$ cat config.mk
export PLATFORM = sky130hd
export DESIGN_NAME = csr_instruction_execute_core
export DESIGN_NICKNAME = d
export VERILOG_FILES = /design/src/hw/rtl/cie_pkg.sv /design/src/hw/rtl/cie_access_check.sv /design/src/hw/rtl/csr_instruction_execute_core.sv
export SDC_FILE = /design/constraint.sdc
export NUM_CORES = 1
export LEC_CHECK = 0
export ABC_AREA = 1
export BUFFER_PORTS_ARGS = -buffer_cell sky130_fd_sc_hd__buf_2
export CORE_MARGIN = 2
export CORE_UTILIZATION = 52
export DETAILED_ROUTE_END_ITERATION = 8
export PLACE_DENSITY = 0.8
export SKIP_LAST_GASP = 1
export SYNTH_ARGS = -nofsm -noshare
export SYNTH_HDL_FRONTEND = slang
export SYNTH_SLANG_ARGS = --single-unit
$ cat constraint.sdc
create_clock -name clk -period 12 [get_ports clk]
set_clock_uncertainty 0.05 [all_clocks]
set_input_delay 0.6 -clock clk [delete_from_list [all_inputs] [get_ports clk]]
set_output_delay 0.6 -clock clk [all_outputs]
set_load 0.005 [all_outputs]
$ cat src/hw/rtl/cie_pkg.sv
// Shared types and constants for the CSR instruction execute core.
// No dependencies; the access check and the top level import it.
package cie_pkg;

  // Operation codes carried on the request tuser
  localparam logic [2:0] CMD_RW  = 3'd0;
  localparam logic [2:0] CMD_RS  = 3'd1;
  localparam logic [2:0] CMD_RC  = 3'd2;
  localparam logic [2:0] CMD_RWI = 3'd3;
  localparam logic [2:0] CMD_RSI = 3'd4;
  localparam logic [2:0] CMD_RCI = 3'd5;

  // Privilege modes
  localparam logic [1:0] MODE_USER  = 2'd0;
  localparam logic [1:0] MODE_SUPER = 2'd1;
  localparam logic [1:0] MODE_RSVD  = 2'd2;
  localparam logic [1:0] MODE_MACH  = 2'd3;

  // Level needed by an address range
  localparam logic [1:0] LVL_USER  = 2'd0;
  localparam logic [1:0] LVL_SUPER = 2'd1;
  localparam logic [1:0] LVL_OPEN  = 2'd2;
  localparam logic [1:0] LVL_MACH  = 2'd3;

  localparam logic [11:0] ADDR_SATP       = 12'h180;
  localparam logic [11:0] ADDR_ID_LO      = 12'hF11;
  localparam logic [11:0] ADDR_ID_HI      = 12'hF15;
  localparam logic [11:0] ADDR_CNT_LO     = 12'hC00;
  localparam logic [11:0] ADDR_CNT_HI     = 12'hC1F;
  localparam logic [11:0] ADDR_CNTH_LO    = 12'hC80;
  localparam logic [11:0] ADDR_CNTH_HI    = 12'hC9F;

  // Fields the access check looks at
  typedef struct packed {
    logic [2:0]  cmd;
    logic [11:0] addr;
    logic [1:0]  mode;
    logic        tvm;
    logic        src_nonzero;
  } access_req_t;

  // Verdict of the access check
  typedef struct packed {
    logic illegal;
    logic write;
  } access_resp_t;

endpackage

$ cat src/hw/rtl/cie_access_check.sv
// Privilege and write-permission check for one CSR instruction.
// Depends on cie_pkg for the request and verdict structs and codes.
module cie_access_check import cie_pkg::*; (
  input  access_req_t  req,
  output access_resp_t resp
);

  logic [1:0] level;
  logic       allowed;
  logic       read_only;
  logic       cmd_ok;
  logic       write;

  // decode the operation into a write decision
  always_comb begin
    cmd_ok = 1'b1;
    write  = 1'b0;
    unique case (req.cmd) inside
      CMD_RW, CMD_RWI: write = 1'b1;
      CMD_RS, CMD_RC, CMD_RSI, CMD_RCI: write = req.src_nonzero;
      default: cmd_ok = 1'b0;
    endcase
  end

  always_comb begin
    unique case (req.addr[11:8])
      4'h0:    level = LVL_USER;
      4'h1:    level = LVL_SUPER;
      4'h2:    level = LVL_OPEN;
      4'h3:    level = LVL_MACH;
      4'hB:    level = LVL_MACH;
      4'hF:    level = LVL_MACH;
      default: level = LVL_USER;
    endcase
  end

  // reserved mode ranks below user: only the open range
  always_comb begin
    if (level == LVL_OPEN) begin
      allowed = 1'b1;
    end else begin
      unique case (req.mode)
        MODE_MACH:  allowed = 1'b1;
        MODE_SUPER: allowed = (level == LVL_USER) || (level == LVL_SUPER);
        MODE_USER:  allowed = (level == LVL_USER);
        default:    allowed = 1'b0;
      endcase
    end
  end

  assign read_only = (req.addr >= ADDR_ID_LO   && req.addr <= ADDR_ID_HI)   ||
                     (req.addr >= ADDR_CNT_LO  && req.addr <= ADDR_CNT_HI)  ||
                     (req.addr >= ADDR_CNTH_LO && req.addr <= ADDR_CNTH_HI);

  assign resp.write   = write;
  assign resp.illegal = !cmd_ok ||
                        (req.mode == MODE_SUPER && req.tvm && req.addr == ADDR_SATP) ||
                        !allowed ||
                        (write && read_only);

endmodule

$ cat src/hw/rtl/csr_instruction_execute_core.sv
// Top level of the CSR instruction execute core: request and result streams.
// Depends on cie_pkg and instantiates cie_access_check.
//
//  Channel    | Direction | Handshake                    | Contents
//  s_axis_*   | in        | s_axis_tvalid / s_axis_tready | one CSR instruction request
//  m_axis_*   | out       | m_axis_tvalid / m_axis_tready | trap flag, CSR and rd writes
//
// Two register stages: the request register, then the result register with the
// access check and new-value logic between them. One request per cycle is
// sustained while the result side does not stall; a result is presented from the result register.
// rst (synchronous, active high) empties both stages; payload is not reset.
// A stall on the result side holds the result register and, once the request
// register is also full, drops s_axis_tready; nothing is lost or repeated.
module csr_instruction_execute_core import cie_pkg::*; #(
  parameter  int XLEN     = 64,
  localparam int IN_BITS  = 57 + 2 * XLEN,
  localparam int IN_W     = ((IN_BITS + 7) / 8) * 8,
  localparam int OUT_BITS = 34 + 2 * XLEN,
  localparam int OUT_W    = ((OUT_BITS + 7) / 8) * 8
) (
  input  logic                clk,
  input  logic                rst,
  input  logic                s_axis_tvalid,
  output logic                s_axis_tready,
  // tdata, lowest bit up: addr[12], priv_mode[2], tvm[1], src_index[5],
  // src_value[XLEN], rd_index[5], csr_old_value[XLEN], instr_word[32], zero fill
  input  logic [IN_W-1:0]     s_axis_tdata,
  // tuser: cmd[3]
  input  logic [2:0]          s_axis_tuser,
  output logic                m_axis_tvalid,
  input  logic                m_axis_tready,
  // tdata, lowest bit up: trap_value[32], csr_write_enable[1],
  // csr_write_value[XLEN], rd_write_enable[1], rd_value[XLEN], zero fill
  output logic [OUT_W-1:0]    m_axis_tdata,
  // tuser: illegal[1]
  output logic                m_axis_tuser
);

  // request field offsets
  localparam int O_MODE = 12;
  localparam int O_TVM  = 14;
  localparam int O_SRC  = 15;
  localparam int O_SRCV = 20;
  localparam int O_RD   = O_SRCV + XLEN;
  localparam int O_OLD  = O_RD + 5;
  localparam int O_WORD = O_OLD + XLEN;

  // request register
  logic              req_valid;
  logic [2:0]        req_cmd;
  logic [11:0]       req_addr;
  logic [1:0]        req_mode;
  logic              req_tvm;
  logic [4:0]        req_src;
  logic [XLEN-1:0]   req_srcv;
  logic [4:0]        req_rd;
  logic [XLEN-1:0]   req_old;
  logic [31:0]       req_word;

  // result register
  logic              res_valid;
  logic              res_illegal;
  logic [31:0]       res_trap;
  logic              res_cwe;
  logic [XLEN-1:0]   res_cwv;
  logic              res_rwe;
  logic [XLEN-1:0]   res_rdv;

  logic              advance;
  access_req_t       chk_req;
  access_resp_t      chk_resp;
  logic [XLEN-1:0]   operand;
  logic [XLEN-1:0]   new_value;

  // advance the pipeline whenever the result register is free or being taken
  assign advance       = !res_valid || m_axis_tready;
  assign s_axis_tready = !req_valid || advance;

  always_ff @(posedge clk) begin
    if (rst) begin
      req_valid <= 1'b0;
    end else if (s_axis_tready) begin
      req_valid <= s_axis_tvalid;
    end
  end

  always_ff @(posedge clk) begin
    if (s_axis_tready && s_axis_tvalid) begin
      req_cmd  <= s_axis_tuser;
      req_addr <= s_axis_tdata[11:0];
      req_mode <= s_axis_tdata[O_MODE +: 2];
      req_tvm  <= s_axis_tdata[O_TVM];
      req_src  <= s_axis_tdata[O_SRC +: 5];
      req_srcv <= s_axis_tdata[O_SRCV +: XLEN];
      req_rd   <= s_axis_tdata[O_RD +: 5];
      req_old  <= s_axis_tdata[O_OLD +: XLEN];
      req_word <= s_axis_tdata[O_WORD +: 32];
    end
  end

  assign chk_req.cmd         = req_cmd;
  assign chk_req.addr        = req_addr;
  assign chk_req.mode        = req_mode;
  assign chk_req.tvm         = req_tvm;
  assign chk_req.src_nonzero = (req_src != 5'd0);

  cie_access_check u_check (
    .req  (chk_req),
    .resp (chk_resp)
  );

  // immediate forms take the zero-extended index as operand
  assign operand = (req_cmd == CMD_RWI || req_cmd == CMD_RSI || req_cmd == CMD_RCI) ?
                   {{(XLEN-5){1'b0}}, req_src} : req_srcv;

  always_comb begin
    case (req_cmd) inside
      CMD_RW, CMD_RWI: new_value = operand;
      CMD_RS, CMD_RSI: new_value = req_old | operand;
      default:         new_value = req_old & ~operand;
    endcase
  end

  always_ff @(posedge clk) begin
    if (rst) begin
      res_valid <= 1'b0;
    end else if (advance) begin
      res_valid <= req_valid;
    end
  end

  // on a trap, zero every write and hand back the instruction word
  always_ff @(posedge clk) begin
    if (advance && req_valid) begin
      res_illegal <= chk_resp.illegal;
      res_trap    <= chk_resp.illegal ? req_word : 32'd0;
      res_cwe     <= !chk_resp.illegal && chk_resp.write;
      res_cwv     <= (!chk_resp.illegal && chk_resp.write) ? new_value : '0;
      res_rwe     <= !chk_resp.illegal && (req_rd != 5'd0);
      res_rdv     <= chk_resp.illegal ? '0 : req_old;
    end
  end

  assign m_axis_tvalid = res_valid;
  assign m_axis_tuser  = res_illegal;
  assign m_axis_tdata  = OUT_W'({res_rdv, res_rwe, res_cwv, res_cwe, res_trap});

  // a trapped instruction writes nothing
  assert property (@(posedge clk) disable iff (rst)
    (m_axis_tvalid && m_axis_tuser) |-> (!res_cwe && !res_rwe && res_rdv == '0))
    else $error("trap result carries a write");

  // a result with no CSR write carries a zero write value
  assert property (@(posedge clk) disable iff (rst)
    (m_axis_tvalid && !res_cwe) |-> (res_cwv == '0))
    else $error("CSR write value without write enable");

  // a legal result reports no trap value
  assert property (@(posedge clk) disable iff (rst)
    (m_axis_tvalid && !m_axis_tuser) |-> (res_trap == 32'd0))
    else $error("trap value on a legal result");

  // a request waiting behind a stalled result stays put
  assert property (@(posedge clk) disable iff (rst)
    (req_valid && !advance) |=> (req_valid && $stable(req_word) && $stable(req_cmd)))
    else $error("request register changed under stall");

endmodule

==> metrics, run 1 <==
hold depth=1; Mapped Area=13200 µm²; vias in the first global route=8367; fin nets=1487; Worst EP arrival=2.97 ns; fin area=16400 µm²; Crit Reg-Reg Endpoint=req_srcv[7]; CTS H-tree lvls=2; ranking of synthesized cells by area=edfxtp_1 80%, nor2_1 4.8%, o21ai_0 3.8%, inv_1 3.3%, nand2_1 2.3%; worst vdd ir=210 µV; placed cell areas=15100 µm²; pwr dens=173 nW/µm²; cell count after synthesis=927; drt wl/cell=18.1 µm; status=finished clean; leading area contributor after synthesis=edfxtp_1; hold path startpoint=s_axis_tdata[181]; Worst Path Max Fanout=106; Max transition margin=23.0%; Placed Cells=1579; Fmax=344 MHz; Worst Hold Class=in2reg; port bufs=356; most numerous cell in the Yosys netlist=edfxtp_1; largest net degree at the start of global routing=164; DR pass1 iterations=5; total number of yosys warnings=0; sequential area share after synthesis=80.4%; total global routing overflow=0; CTS tree=yes; Post-Syn Area per Cell=14.2 µm²; CTS buffer count=37; Max clock buf depth=3; post-route ant nets=0; Synth top area share=80.1%; initial antenna violation count=5; critical setup path kind=reg2reg; worst r2r src=m_axis_tvalid; clk root buf=clkbuf_16; final clock period utilization by the worst path=24.3%; top cells by count, synth=351 x edfxtp_1, 168 x nor2_1, 114 x inv_1, 100 x o21ai_0, 82 x nand2_1; ordered cell list for the critical path=nand3_1 -> nand2_1 -> inv_6 -> buf_4; DPL Wire Length=18400 µm; Worst Setup End Kind=flip-flop; Post-CTS Setup Inserts=0; Pleak=0.00688 µW; delay of the slowest critical-path stage=0.95 ns; post-cts sizing count=0; post-layout min period=2.91 ns; Overall Power=2830 µW; #FFs+latches synth=353; Skew-Pair Late Insertion Delay=0.51 ns; final setup fails=0; RSZ-0062 raised after global routing=false; Worst Setup Start Kind=flip-flop; Core ar.=25000 µm²; routed via count=8317; Slew Viols, Final=0; flop-to-flop setup slack=9.09 ns; fin cells=1647; first-pass GRT wire length=44300 µm; hold endpoint=req_word[28]; final wirelength=29800 µm; share of cells above drive strength 1=34.0%; Sink Count=353; Residual DRC=0; CP top delay family=buffers and inverters; main flop type after synthesis=edfxtp_1; post-cts hold buffer count=0; Starting DRT DRC Count=971; Ports=370; Rows=58; Die X=163 µm; Die H=163 µm; critical path required time=12.06 ns; Worst-path clk slew=0.06 ns; Initial Util=52.5%; via density per instance=5.05; Fin. Hold Viols=0; MaxCap Viol Count=0; GR Util All Layers=22.1%; TNS Setup=0 ns; Buf/Inv on CP=2; synth-to-layout area growth=24.5%; RePlAce Congestion=0.817; Synth async-reset ratio=0%; Worst Tran Pin Value=1.16 ns; R2R depth=4; Die Footprint=26600 µm²; CP max-delay cell=buf_4; library cells used by synthesis=27; EDFF count, synth=351
layout make-up:
cell class / count / area, µm²
fillers: 1832 / 8660
repair buffers: 361 / 1830
well taps: 330 / 413
diodes: 3 / 7.51
clock buffers: 47 / 1010
flip-flops and latches: 353 / 10600
multi-input cells: 418 / 1880
inverters: 117 / 444
clock inverters: 18 / 218
flip-flops by register name, indices dropped and copies added (netlist names):
name,flops
req_src,5
m_axis_tuser,1
req_mode,2
res_rwe,1
res_cwv,64
req_old,64
m_axis_tvalid,1
req_word,32
req_addr,12
res_trap,32
req_valid,1
req_cmd,3
req_tvm,1
res_cwe,1
res_rdv,64
req_srcv,64
req_rd,5
worst register-to-register path, cell delays in order, from the launching register on:
cell     delay (ns)
dfxtp_1        0.36
nand3_1        0.15
nand2_1        0.14
inv_6          0.69
buf_4          1.02
cells by family after synthesis:
kind of cell | synth area share, %
AOI/OAI and AO/OA | 4.93
buffers and inverters | 5.62
DFF | 80.4
other | 0.0285
and+or+nand+nor | 8.97
worst max path at each step:
stage / from / to / slack, ns / cells after the start
detailed placement: m_axis_tready / req_old[22] / 8.74 / 6
global route: m_axis_tvalid / req_old[6] / 8.93 / 4
finish: m_axis_tvalid / req_srcv[7] / 9.09 / 4
global placement: m_axis_tready / req_old[10] / 8.82 / 6
floorplan: m_axis_tready / m_axis_tuser / 2.74 / 2
CTS: m_axis_tvalid / req_srcv[8] / 9.10 / 4
where the power goes:
group,switching [µW],internal [µW],total [µW]
Clock,447,701,1150
Sequential,19.2,1450,1460
Combinational,143,73.7,216
layer usage:
metal  global-route usage, %  up-vias  share of wire (%)  wire, µm
li1                        -     3886                  -         -
met1                    26.2     3940                 37     10900
met2                    39.0      403                 52     15500
met3                    4.75       84                7.6      2270
met4                    9.65        4                3.9      1180
met5                       0        -              0.074        22
through the flow:
step / setup WS (ns) / hold WS, ns / utilization (%)
floorplan: 2.74 / 0.395 / -
global placement: 8.82 / 0.455 / 60.5
detailed placement: 8.74 / 0.484 / 60.5
CTS: 9.10 / 0.188 / 65.4
global route: 8.93 / 0.195 / 65.4
finish: 9.09 / 0.211 / 65.4
placed cells by master, fill, tap and decap left out:
cell	Yosys	final
buf_2	14	356
edfxtp_1	351	351
nor2_1	168	168
inv_1	114	113
o21ai_0	100	100
nand2_1	82	81
clkbuf_16	0	39
nor2_2	21	21
a31oi_1	15	15
clkbuf_1	9	8
conb_1	1	6
clkinv_1	0	6
bufinv_16	0	5
nand3_1	5	4
a21oi_1	5	4
o21ai_1	4	4
clkinv_2	0	4
buf_4	9	4
diode_2	0	3
inv_2	3	3
nand2_2	2	3
inv_6	0	3
nor2_4	2	2
nor3b_1	2	2
dfxtp_1	2	2
a21oi_4	0	1
nand3b_1	1	1
or2_2	1	1
and3_1	1	1
nand3_2	1	1
nand3_4	0	1
nor3_1	1	1
a21oi_2	1	1
clkinvlp_4	0	1
buf_12	0	1
Note: power is estimated with default switching activity, not from simulation.
==> inputs of run 2 (changes only) <==
clock period = 2.9 ns   (was 12 ns; I/O delays follow)
==> run 2 against run 1 <==
  * Die area did not move
  * Count of clock-buffer cells in the layout fell by 1
  * Sequential power rose to 4.2 times the previous value
  * Core utilization rose by 8.7 points
  * Worst setup slack got worse by 8.8 ns
  * Sequential share of layout area down 7.6 points
  * Clock power grew to 4.1 times the previous value
  * Register-to-register slack got worse by 8.8 ns
  * Design area up 13%
  * Hold slack improved by 0.081 ns
  * Critical endpoint is now res_cwv[38]
  * Largest power group unchanged
==> metrics, run 2 (synthesized netlist as in run 1, its figures left out) <==
pwr dens=647 nW/µm²; Hold WS=0.292 ns; Worst Path Max Fanout=50; port bufs=356; via density per instance=5.20; drt wl/cell=19.9 µm; post-layout min period=2.57 ns; leading cell type in the layout, fill and taps excluded=buf_2; total global routing overflow=0; critical path required time=3.08 ns; fin area=18600 µm²; Placed Cells=1597; first-pass GRT wire length=53900 µm; initial antenna violation count=1; largest net degree at the start of global routing=66; CTS tree=yes; DPL Wire Length=19800 µm; share of cells above drive strength 1=31.0%; Post-CTS Setup Inserts=0; critical setup path kind=reg2reg; ordered cell list for the critical path=nor2_2 -> nand2_1 -> nand2_2 -> buf_4 -> inv_1 -> a31oi_1 -> nor2_2; vias in the first global route=10200; GR Util met2=51.5%; CP top delay family=buffers and inverters; final clock period utilization by the worst path=88.7%; synth-to-layout area growth=41.1%; Most common cell on crit path=nor2_2; CP max-delay cell=buf_4; Fmax=389 MHz; Worst-path clk slew=0.06 ns; Slew Viols, Final=0; Worst Setup Start Kind=flip-flop; Fin. Hold Viols=0; Starting DRT DRC Count=887; Fillers=1440; Rows=58; status=finished clean; met3 GRT Util=4.47%; final setup fails=0; placed cell areas=15400 µm²; Pleak=0.00780 µW; MaxCap Viol Count=0; fin cells=1854; RePlAce Congestion=0.807; Worst Hold Class=in2reg; Die Footprint=26600 µm²; RSZ-0062 raised after global routing=false; Worst Tran Pin Value=0.965 ns; Buf/Inv on CP=2; delay of the slowest critical-path stage=0.52 ns; GRT Max-Usage Layer=met2; fin nets=1697; Worst Setup End Kind=flip-flop; clk root buf=clkbuf_16; DR pass1 iterations=6; Die X=163 µm; CTS H-tree lvls=2; Die H=163 µm; most frequent cells in the layout=356 x buf_2, 351 x edfxtp_1, 192 x dlygate4sd3_1, 168 x nor2_1, 112 x inv_1; final wirelength=37000 µm; worst vdd ir=733 µV; Initial Util=52.5%; Max transition margin=35.6%; Ports=370; Core ar.=25000 µm²; Skew-Pair Late Insertion Delay=0.50 ns; Sink Count=353; GR Util All Layers=27.2%; Util after Layout=74.1%; Worst EP arrival=2.76 ns; routed via count=9639; GRT met1 Usage=29.8%; post-route ant nets=0; CTS buffer count=37; Max clock buf depth=3; Residual DRC=0
## run 2: cell types whose count changed in the layout (fill, tap and decap cells not counted), moves of 2 or more
cell,previous run,this run
dlygate4sd3_1,0,192
buf_12,1,11
buf_4,4,12
clkbuf_8,0,3
clkinvlp_4,1,4
clkbuf_1,8,6
clkbuf_16,39,37
dfxtp_1,2,0
diode_2,3,1
nand2_4,0,2
## run 2: final cells by class
cell class / instances / area [µm²] / area share, %
Antenna cell: 1 / 2.50 / 0.0135
Inverter: 117 / 443 / 2.39
Timing Repair Buffer: 571 / 4010 / 21.6
Clock buffer: 46 / 990 / 5.33
Sequential cell: 353 / 10600 / 57.0
Clock inverter: 18 / 210 / 1.13
Tap cell: 330 / 413 / 2.22
Multi-Input combinational cell: 418 / 1900 / 10.2
## run 2: per-layer routing
| layer | wire length, µm | share of wire [%] |
|---|---|---|
| met5 | 0 | 0 |
| met3 | 2610 | 7.1 |
| met1 | 12800 | 34 |
| met2 | 20100 | 54 |
| met4 | 1480 | 4.0 |
## run 2: what timing repair did
item,CTS,global route
resized for setup,0,0
hold endpoints to repair,190,0
hold buffers,192,0
## run 2: where the power goes
group          internal [µW]  total, µW  switching [µW]
sequential              5970       6070            96.1
combinational            516       1200             689
clock                   2790       4730            1940
total                   9280      12000            2720
## run 2: metrics by stage
stage	worst slack (ns)	setup TNS (ns)	power, µW
2_1_floorplan	-0.887	-269.45	6680
3_3_place_gp	0.464	0	7050
3_5_place_dp	0.379	0	7110
4_1_cts	0.343	0	11900
5_1_grt	0.194	0	12400
6_report	0.327	0	12000
## run 2: worst paths after layout
kind | from | to | cells past startpoint | slack (ns)
max reg2reg | req_cmd[0] | res_cwv[38] | 7 | 0.33
min reg2reg | req_word[14] | res_trap[14] | 2 | 0.50
max | req_cmd[0] | res_cwv[38] | 7 | 0.33
min | s_axis_tdata[6] | req_addr[6] | 2 | 0.29
